--- config.mk ---
export PLATFORM = sky130hd
export DESIGN_NAME = preemptive_priority_scheduler
export DESIGN_NICKNAME = d
export VERILOG_FILES = /design/src/hdl/pps_pkg.sv /design/src/hdl/pps_cell.sv /design/src/hdl/preemptive_priority_scheduler.sv
export VERILOG_INCLUDE_DIRS = /design/src /design/src/hdl
export SDC_FILE = /design/constraint.sdc
export NUM_CORES = 2
export LEC_CHECK = 0
export BUFFER_PORTS_ARGS = -buffer_cell sky130_fd_sc_hd__buf_2
export CORE_MARGIN = 4
export CORE_UTILIZATION = 42
export CTS_CLUSTER_SIZE = 16
export DETAILED_ROUTE_END_ITERATION = 10
export HOLD_SLACK_MARGIN = 0.12
export PLACE_DENSITY_LB_ADDON = 0.08
export SYNTH_ARGS = -nofsm -noshare
export SYNTH_HDL_FRONTEND = slang
export SYNTH_SLANG_ARGS = --single-unit
--- constraint.sdc ---
create_clock -name clk -period 23.3 [get_ports clk]
set_input_delay 1.165 -clock clk [delete_from_list [all_inputs] [get_ports clk]]
set_output_delay 1.165 -clock clk [all_outputs]
set_load 0.02 [all_outputs]
--- src/hdl/preemptive_priority_scheduler_assert.svh ---
// Assertion macros for the priority scheduler.
// Included by RTL files that carry concurrent checks; no other dependencies.
`ifndef PREEMPTIVE_PRIORITY_SCHEDULER_ASSERT_SVH
`define PREEMPTIVE_PRIORITY_SCHEDULER_ASSERT_SVH

// Plain property, checked on every rising edge outside reset.
`define PPS_ASSERT(label, clk, rst_n, prop, msg) \
    label: assert property (@(posedge clk) disable iff (!rst_n) (prop)) else $error(msg);

// Implication: when cond holds, result must hold in the next cycle.
`define PPS_ASSERT_NEXT(label, clk, rst_n, cond, result, msg) \
    label: assert property (@(posedge clk) disable iff (!rst_n) (cond) |=> (result)) \
        else $error(msg);

`endif

--- src/hdl/pps_pkg.sv ---
// Shared types and codes for the priority scheduler.
// No dependencies; imported by pps_cell and the top level.
`timescale 1ns / 1ps
`default_nettype none

package pps_pkg;

    localparam int TIME_W = 16;

    typedef enum logic [2:0] {
        ST_ACCEPTED,
        ST_FULL,
        ST_IDLE,
        ST_RAN,
        ST_DONE
    } status_t;

    typedef enum logic [1:0] {
        CELL_HOLD,
        CELL_INSERT,
        CELL_POP,
        CELL_RUN
    } cell_op_t;

    typedef struct packed {
        logic [7:0]        pid;
        logic [7:0]        prio;
        logic [TIME_W-1:0] arrival;
        logic [TIME_W-1:0] burst;
        logic [TIME_W-1:0] run;
        logic [TIME_W-1:0] response;
    } entry_t;

    // Broadcast to every cell of the queue each cycle.
    typedef struct packed {
        cell_op_t op;
        entry_t   ent;
    } cell_ctrl_t;

endpackage

`default_nettype wire

--- src/hdl/pps_cell.sv ---
// One slot of the sorted ready queue; shifts toward or away from the head.
// Depends on pps_pkg.
`timescale 1ns / 1ps
`default_nettype none

module pps_cell #(
    parameter bit IS_HEAD = 1'b0
) (
    input  wire logic               clk,
    input  wire logic               rst_n,
    input  wire pps_pkg::cell_ctrl_t ctrl,
    input  wire pps_pkg::entry_t    prev_ent,
    input  wire logic               prev_valid,
    input  wire logic               prev_keep,
    input  wire pps_pkg::entry_t    next_ent,
    input  wire logic               next_valid,
    output pps_pkg::entry_t         ent,
    output logic                    valid,
    output logic                    keep
);
    import pps_pkg::*;

    entry_t ent_reg, ent_next;
    logic   valid_reg, valid_next;

    // Entry stays in place on insert if it sorts at or before the newcomer.
    assign keep = valid_reg && (ent_reg.prio <= ctrl.ent.prio);

    always_comb
    begin
        ent_next   = ent_reg;
        valid_next = valid_reg;
        case (ctrl.op)
            CELL_INSERT:
            begin
                if (!keep)
                begin
                    if (prev_keep)
                    begin
                        ent_next   = ctrl.ent;
                        valid_next = 1'b1;
                    end
                    else
                    begin
                        ent_next   = prev_ent;
                        valid_next = prev_valid;
                    end
                end
            end
            CELL_POP:
            begin
                ent_next   = next_ent;
                valid_next = next_valid;
            end
            CELL_RUN:
            begin
                if (IS_HEAD)
                    ent_next = ctrl.ent;
            end
            default:
            begin
                ent_next   = ent_reg;
                valid_next = valid_reg;
            end
        endcase
    end

    always_ff @(posedge clk or negedge rst_n)
    begin
        if (!rst_n)
            valid_reg <= 1'b0;
        else
            valid_reg <= valid_next;
    end

    always_ff @(posedge clk)
    begin
        ent_reg <= ent_next;
    end

    assign ent   = ent_reg;
    assign valid = valid_reg;

endmodule

`default_nettype wire

--- src/hdl/preemptive_priority_scheduler.sv ---
// Preemptive priority scheduler: sorted ready queue built as a chain of cells.
// Result is registered: it appears in the cycle after the input transaction is accepted.
// Throughput: one transaction per cycle; insert, run and pop each take one
// shift step of the cell chain; input stalls only while a result waits unread.
// Reset clears all queue valid bits, the time counter and the output valid.
// Depends on pps_pkg, pps_cell and preemptive_priority_scheduler_assert.svh.
`timescale 1ns / 1ps
`default_nettype none

`include "preemptive_priority_scheduler_assert.svh"

module preemptive_priority_scheduler #(
    parameter int QUEUE_DEPTH = 16
) (
    input  wire logic        clk,
    input  wire logic        rst_n,
    input  wire logic        s_tvalid,
    output logic             s_tready,
    input  wire logic [31:0] s_tdata,   // process_id[7:0], priority_req[15:8], burst[31:16]
    input  wire logic [0:0]  s_tuser,   // opcode[0]
    output logic             m_tvalid,
    input  wire logic        m_tready,
    output logic [71:0]      m_tdata,   // process_id_res[7:0], finish_time[23:8],
                                        // turnaround[39:24], waiting[55:40], response[71:56]
    output logic [2:0]       m_tuser    // status[2:0]
);
    import pps_pkg::*;

    localparam logic [TIME_W-1:0] TIME_MAX = '1;

    entry_t                 cell_ent [QUEUE_DEPTH];
    logic [QUEUE_DEPTH-1:0] cell_valid;
    logic [QUEUE_DEPTH-1:0] cell_keep;
    cell_ctrl_t             ctrl;

    logic [TIME_W-1:0] time_reg, time_next;
    logic              m_valid_reg;
    logic [71:0]       m_data_reg;
    status_t           m_status_reg;

    logic              s_fire, is_arrival, full;
    entry_t            head, head_upd, new_ent;
    logic [TIME_W-1:0] run_inc, resp_new, tat, wt;
    logic              done;
    status_t           status_c;
    logic [71:0]       data_c;

    assign s_fire     = s_tvalid && s_tready;
    assign s_tready   = !m_valid_reg || m_tready;
    assign is_arrival = s_tuser[0];
    assign full       = cell_valid[QUEUE_DEPTH-1];
    assign head       = cell_ent[0];

    genvar k;
    generate
        for (k = 0; k < QUEUE_DEPTH; k++)
        begin : g_cell
            if (k == 0)
            begin : g_first
                pps_cell #(.IS_HEAD(1'b1)) u_cell (
                    .clk        (clk),
                    .rst_n      (rst_n),
                    .ctrl       (ctrl),
                    .prev_ent   (ctrl.ent),
                    .prev_valid (1'b0),
                    .prev_keep  (1'b1),
                    .next_ent   (cell_ent[1]),
                    .next_valid (cell_valid[1]),
                    .ent        (cell_ent[0]),
                    .valid      (cell_valid[0]),
                    .keep       (cell_keep[0])
                );
            end
            else if (k == QUEUE_DEPTH-1)
            begin : g_last
                pps_cell #(.IS_HEAD(1'b0)) u_cell (
                    .clk        (clk),
                    .rst_n      (rst_n),
                    .ctrl       (ctrl),
                    .prev_ent   (cell_ent[k-1]),
                    .prev_valid (cell_valid[k-1]),
                    .prev_keep  (cell_keep[k-1]),
                    .next_ent   (cell_ent[k]),
                    .next_valid (1'b0),
                    .ent        (cell_ent[k]),
                    .valid      (cell_valid[k]),
                    .keep       (cell_keep[k])
                );
            end
            else
            begin : g_mid
                pps_cell #(.IS_HEAD(1'b0)) u_cell (
                    .clk        (clk),
                    .rst_n      (rst_n),
                    .ctrl       (ctrl),
                    .prev_ent   (cell_ent[k-1]),
                    .prev_valid (cell_valid[k-1]),
                    .prev_keep  (cell_keep[k-1]),
                    .next_ent   (cell_ent[k+1]),
                    .next_valid (cell_valid[k+1]),
                    .ent        (cell_ent[k]),
                    .valid      (cell_valid[k]),
                    .keep       (cell_keep[k])
                );
            end
        end
    endgenerate

    // Head run bookkeeping for a tick.
    assign time_next = (time_reg == TIME_MAX) ? time_reg : time_reg + TIME_W'(1);
    assign run_inc   = (head.run == TIME_MAX) ? head.run : head.run + TIME_W'(1);
    assign resp_new  = (head.run == '0) ? (time_reg - head.arrival) : head.response;
    assign done      = (run_inc >= head.burst);
    assign tat       = time_next - head.arrival;
    assign wt        = (tat >= head.burst) ? (tat - head.burst) : '0;

    always_comb
    begin
        new_ent.pid      = s_tdata[7:0];
        new_ent.prio     = s_tdata[15:8];
        new_ent.arrival  = time_reg;
        new_ent.burst    = s_tdata[31:16];
        new_ent.run      = '0;
        new_ent.response = '0;

        head_upd          = head;
        head_upd.run      = run_inc;
        head_upd.response = resp_new;
    end

    always_comb
    begin
        ctrl.op  = CELL_HOLD;
        ctrl.ent = new_ent;
        if (s_fire)
        begin
            if (is_arrival)
            begin
                if (!full)
                    ctrl.op = CELL_INSERT;
            end
            else if (cell_valid[0])
            begin
                if (done)
                    ctrl.op = CELL_POP;
                else
                begin
                    ctrl.op  = CELL_RUN;
                    ctrl.ent = head_upd;
                end
            end
        end
    end

    always_comb
    begin
        status_c = ST_IDLE;
        data_c   = '0;
        if (is_arrival)
            status_c = full ? ST_FULL : ST_ACCEPTED;
        else if (cell_valid[0])
        begin
            data_c[7:0] = head.pid;
            if (done)
            begin
                status_c      = ST_DONE;
                data_c[23:8]  = time_next;
                data_c[39:24] = tat;
                data_c[55:40] = wt;
                data_c[71:56] = resp_new;
            end
            else
                status_c = ST_RAN;
        end
    end

    always_ff @(posedge clk or negedge rst_n)
    begin
        if (!rst_n)
        begin
            time_reg    <= '0;
            m_valid_reg <= 1'b0;
        end
        else
        begin
            if (s_fire && !is_arrival)
                time_reg <= time_next;
            if (s_fire)
                m_valid_reg <= 1'b1;
            else if (m_tready)
                m_valid_reg <= 1'b0;
        end
    end

    always_ff @(posedge clk)
    begin
        if (s_fire)
        begin
            m_data_reg   <= data_c;
            m_status_reg <= status_c;
        end
    end

    assign m_tvalid = m_valid_reg;
    assign m_tdata  = m_data_reg;
    assign m_tuser  = m_status_reg;

    `PPS_ASSERT(a_queue_packed, clk, rst_n,
        ((cell_valid + QUEUE_DEPTH'(1)) & cell_valid) == '0,
        "queue valid bits not packed at head")
    `PPS_ASSERT(a_time_monotonic, clk, rst_n, time_reg >= $past(time_reg),
        "time counter went backward")
    `PPS_ASSERT_NEXT(a_arrival_status, clk, rst_n, s_fire && is_arrival && !full,
        m_tvalid && (m_tuser == ST_ACCEPTED), "accepted arrival not reported")
    `PPS_ASSERT_NEXT(a_tick_status, clk, rst_n, s_fire && !is_arrival && cell_valid[0],
        m_tvalid && (m_tuser == ST_RAN || m_tuser == ST_DONE), "busy tick did not run head")

endmodule

`default_nettype wire
==> summary.md <==
| Metric | Value |
|---|---|
| Status | `completed` |
| Initial Util | `0.423` |
| Row cnt | `approximately 150` |
| Switching power | `3680 uW` |
| Seq cells post-synth | `1388` |
| Initial antenna violation count | `19` |
| Nets | `~7.3k` |
| WP data required | `roughly 24000 ps` |
| Max_slew headroom | `0.168` |
| Fill cells | `roughly 17k` |
| Pins over their slew limit | `0` |
| Leakage power total | `0.0303 uW` |
| Setup Skew | `~50 ps` |
| FF+latch area | `between 0.04 and 0.05 mm2` |
| CP startpoint kind | `flip-flop` |
| Cell Area, Synth | `between 0.07 and 0.08 mm2` |
| Total clock sinks | `around 1.4k` |
| IO Count | `approximately 110` |
| Main synth FF type | `edfxtp_1` |
| Crit-path slowest cell | `o21ai_4` |
| Routed vias/inst | `between 5 and 6` |
| DRC | `0` |
| Largest register FFs | `1120` |
| DRT Pass-1 Iters | `6` |
| Root buffer cell | `clkbuf_16` |
| Final worst path period share | `0.372` |
| Ys async rst share | `0.0238` |
| Syn Nets | `7454` |
| Final ANT Viol Nets | `0` |
| Post-route setup TNS | `0 ps` |
| PortBufs | `between 100 and 150` |
| Flop2flop setup slack | `14630 ps` |
| Post-synthesis sequential area ratio | `0.557` |
| Post-Route WL | `approximately 240000 um` |
| Sequential Power Share | `0.383` |
| CP delay by family, top | `compound AO/OA/AOI/OAI gates` |
| Setup CP Type | `reg2reg` |
| Final min period | `8670 ps` |
| Worst Tran Pin Value | `1230 ps` |
| Hold Path Class | `in2async` |
| Largest net degree at the start of global routing | `230` |
| MaxCap Viol Count | `0` |
| Share of cells above drive strength 1 | `0.0796` |
| Tot GR Track Use | `0.255` |
| Number of synthesized flops with an enable pin | `1355` |
| Post-CTS Hold Buffers | `0` |
| Int Pwr | `between 6000 and 7000 uW` |
| CP max stage delay | `about 800 ps` |
| Worst path depth | `23` |
| WP data arrival | `9100 ps` |
| Total power | `slightly below 10000 uW` |
| First-pass GRT wire length | `roughly 360000 um` |
| Die X | `429 um` |
| Hold Worst Slack | `482 ps` |
| Die Span Y | `429 um` |
| Max Buffers Root-to-Sink | `3` |
| Combinational share of power | `0.358` |
| Sw Ratio | `0.378` |
| Pwr Density | `~120 mW/mm2` |
| Synthesized instance count | `7229` |
| Syn-to-layout area delta | `9.86%` |
| Worst-path maximum fanout | `between 40 and 50` |
| GPL Wtd Cong | `between 0.8 and 0.9` |
| Final setup fails | `0` |
| Hold Vio Cnt, Final | `0` |
| Clock power frac | `0.259` |
| TritonCTS Buffers | `between 150 and 200` |
| CTS clock-pin slew for the worst setup and hold paths | `70 ps` |
| Critical Path End Type | `flip-flop` |
| Post-CTS Resized | `0` |
| Multi-input logic area | `a little over 0.03 mm2` |
| CTS tree | `yes` |
| DR WL/cell | `approximately 26 um` |
| CP bufs+invs | `4` |
| Hpwl dp | `147000 um` |
| Number of global-route vias before repair | `about 54k` |
| Worst-skew pair later-pin latency | `830 ps` |
| Syn_area_per_cell | `10.3 um2` |
| Area of the die | `0.184 mm2` |
| Critical Path, Cell by Cell | `ha_1 -> and2_0 -> nand4_1 -> o21ai_1 -> nor2_1 -> xnor2_1 -> ha_1 -> nand4_1 -> or4_1 -> o211ai_2 -> buf_4 -> nor2_4 -> mux2_2 -> inv_1 -> ha_1 -> a21oi_1 -> o21ai_0 -> mux2i_1 -> a21o_1 -> and2_4 -> o21ai_4 -> buf_4 -> buf_4` |
| Cells on worst reg2reg path | `23` |
| Ys Warns | `0` |
| Core area | `0.176 mm2` |
| Peak VDD IR | `approximately 0.09 mV` |
| Vias post-DR | `roughly 56k` |
| GR Overflow Total | `0` |
| RSZ-0062 raised after global routing | `no` |
| Yosys cell types | `74` |
| Setup Buffers After CTS | `0` |
| CTS H-tree depth | `4` |
| Fmax | `between 0.1 and 0.15 GHz` |
| First DRT Iteration DRCs | `5213` |
cell families after synthesis:
family | share of synthesized area
adder cells (fa/ha/maj) | 0.0319
flip-flops | 0.557
XOR/XNOR | 0.00729
buffers and inverters | 0.0388
multiplexers | 0.107
AO/OA/AOI/OAI | 0.122
AND/OR/NAND/NOR | 0.136
area by class of cell:
class,instances,area share
multi-input cells,5158,0.372
clock inverters,92,0.0105
repair buffers,225,0.0178
well taps,2340,0.0358
inverters,99,0.00462
diodes,4,0.000122
flip-flops and latches,1388,0.507
clock buffers,198,0.0521
layer usage:
layer	GRT usage	up-vias	part of all wire
met2	0.398	1880	0.45
met5	0	-	0.00027
met4	0.0645	10	0.022
met1	0.368	27900	0.46
li1	-	25500	-
met3	0.0469	310	0.070
metrics by stage:
step           worst slack, ps   util  std cells  area, um2
3_5_place_dp             14780  0.435       9210      76700
6_report                 14630  0.464       9504      81800
3_3_place_gp             14790  0.435       9210      76700
4_1_cts                  14750  0.464       9500      81800
5_1_grt                  14220  0.464       9500      81800
2_1_floorplan            11890      -       7229      74500
path summary, 6_finish.rpt:
kind                                                       start                                to
worst min-delay path                                       rst_n      g_cell[5].g_mid.u_cell.valid
min in group clk                 g_cell[14].g_mid.u_cell.ent[74]  g_cell[15].g_last.u_cell.ent[74]
max in group asynchronous                                  rst_n                       time_reg[0]
worst max-delay path            g_cell[0].g_first.u_cell.ent[17]     g_cell[4].g_mid.u_cell.ent[9]
worst max register to register  g_cell[0].g_first.u_cell.ent[17]     g_cell[4].g_mid.u_cell.ent[9]
worst min register to register   g_cell[14].g_mid.u_cell.ent[74]  g_cell[15].g_last.u_cell.ent[74]
worst reg2reg max path, cell delays in order (launching register included):
cell and delay, ps:
edfxtp_1 420, ha_1 200, and2_0 280, nand4_1 240, o21ai_1 420, nor2_1 100, xnor2_1 160, ha_1 330
nand4_1 110, or4_1 500, o211ai_2 320, buf_4 380, nor2_4 150, mux2_2 470, inv_1 400, ha_1 470
a21oi_1 80, o21ai_0 370, mux2i_1 150, a21o_1 210, and2_4 310, o21ai_4 840, buf_4 500, buf_4 820
power by group through the flow:
| stage | registers (uW) | clock network [uW] | logic [uW] |
|---|---|---|---|
| floorplan | 3740 | 0 | 2310 |
| global placement | 3760 | 0 | 3420 |
| global route | 3760 | 2680 | 3740 |
| detailed placement | 3760 | 0 | 3470 |
| finish | 3720 | 2520 | 3480 |
| CTS | 3720 | 2570 | 3470 |
cells in the final DEF, fill, tap and decap left out, drive strengths merged, types with 25 or more instances in the layout:
cell / netlist / routed
mux2i: 747 / 747
a21o: 66 / 66
mux2: 38 / 38
ha: 185 / 185
dfrtp: 33 / 33
edfxtp: 1355 / 1355
a31oi: 250 / 250
o21a: 25 / 25
xnor2: 46 / 46
o21ai: 414 / 414
nand2: 1168 / 1168
nor3: 32 / 32
nand4: 31 / 31
clkinv: 0 / 67
and2: 58 / 58
clkbuf: 350 / 198
nor2: 1031 / 1031
inv: 99 / 108
nand3: 76 / 76
a21oi: 754 / 754
buf: 234 / 225
synth_stat cells, drive strengths merged (3+ instances only):
library cell,n,share of area
mux2,38,0.0069
a2bb2oi,12,0.0014
and4,5,0.00059
o21bai,12,0.0012
nand4,31,0.0026
a211oi,9,0.00097
nand2,1168,0.059
nor3,32,0.0021
a31oi,250,0.021
or3,3,0.00025
a22oi,3,0.00030
nor2b,24,0.0020
dfrtp,33,0.011
o32ai,3,0.00035
o21ai,414,0.029
fa,3,0.00081
ha,185,0.031
nor2,1031,0.053
o2111ai,3,0.00035
or2,6,0.00050
inv,99,0.0050
and2,58,0.0049
o22ai,5,0.00042
o21a,25,0.0025
and3,22,0.0018
mux2i,747,0.10
nor3b,16,0.0016
edfxtp,1355,0.55
a21boi,4,0.00040
a21oi,754,0.051
o31a,6,0.00071
xnor2,46,0.0054
nand3,76,0.0051
xor2,16,0.0019
o211ai,15,0.0016
nand2b,21,0.0018
clkbuf,350,0.018
o31ai,21,0.0021
a21o,66,0.0067
nor4,4,0.00034
o221ai,5,0.00059
a2111o,3,0.00045
buf,234,0.016
(Power assumes the default switching activity.)
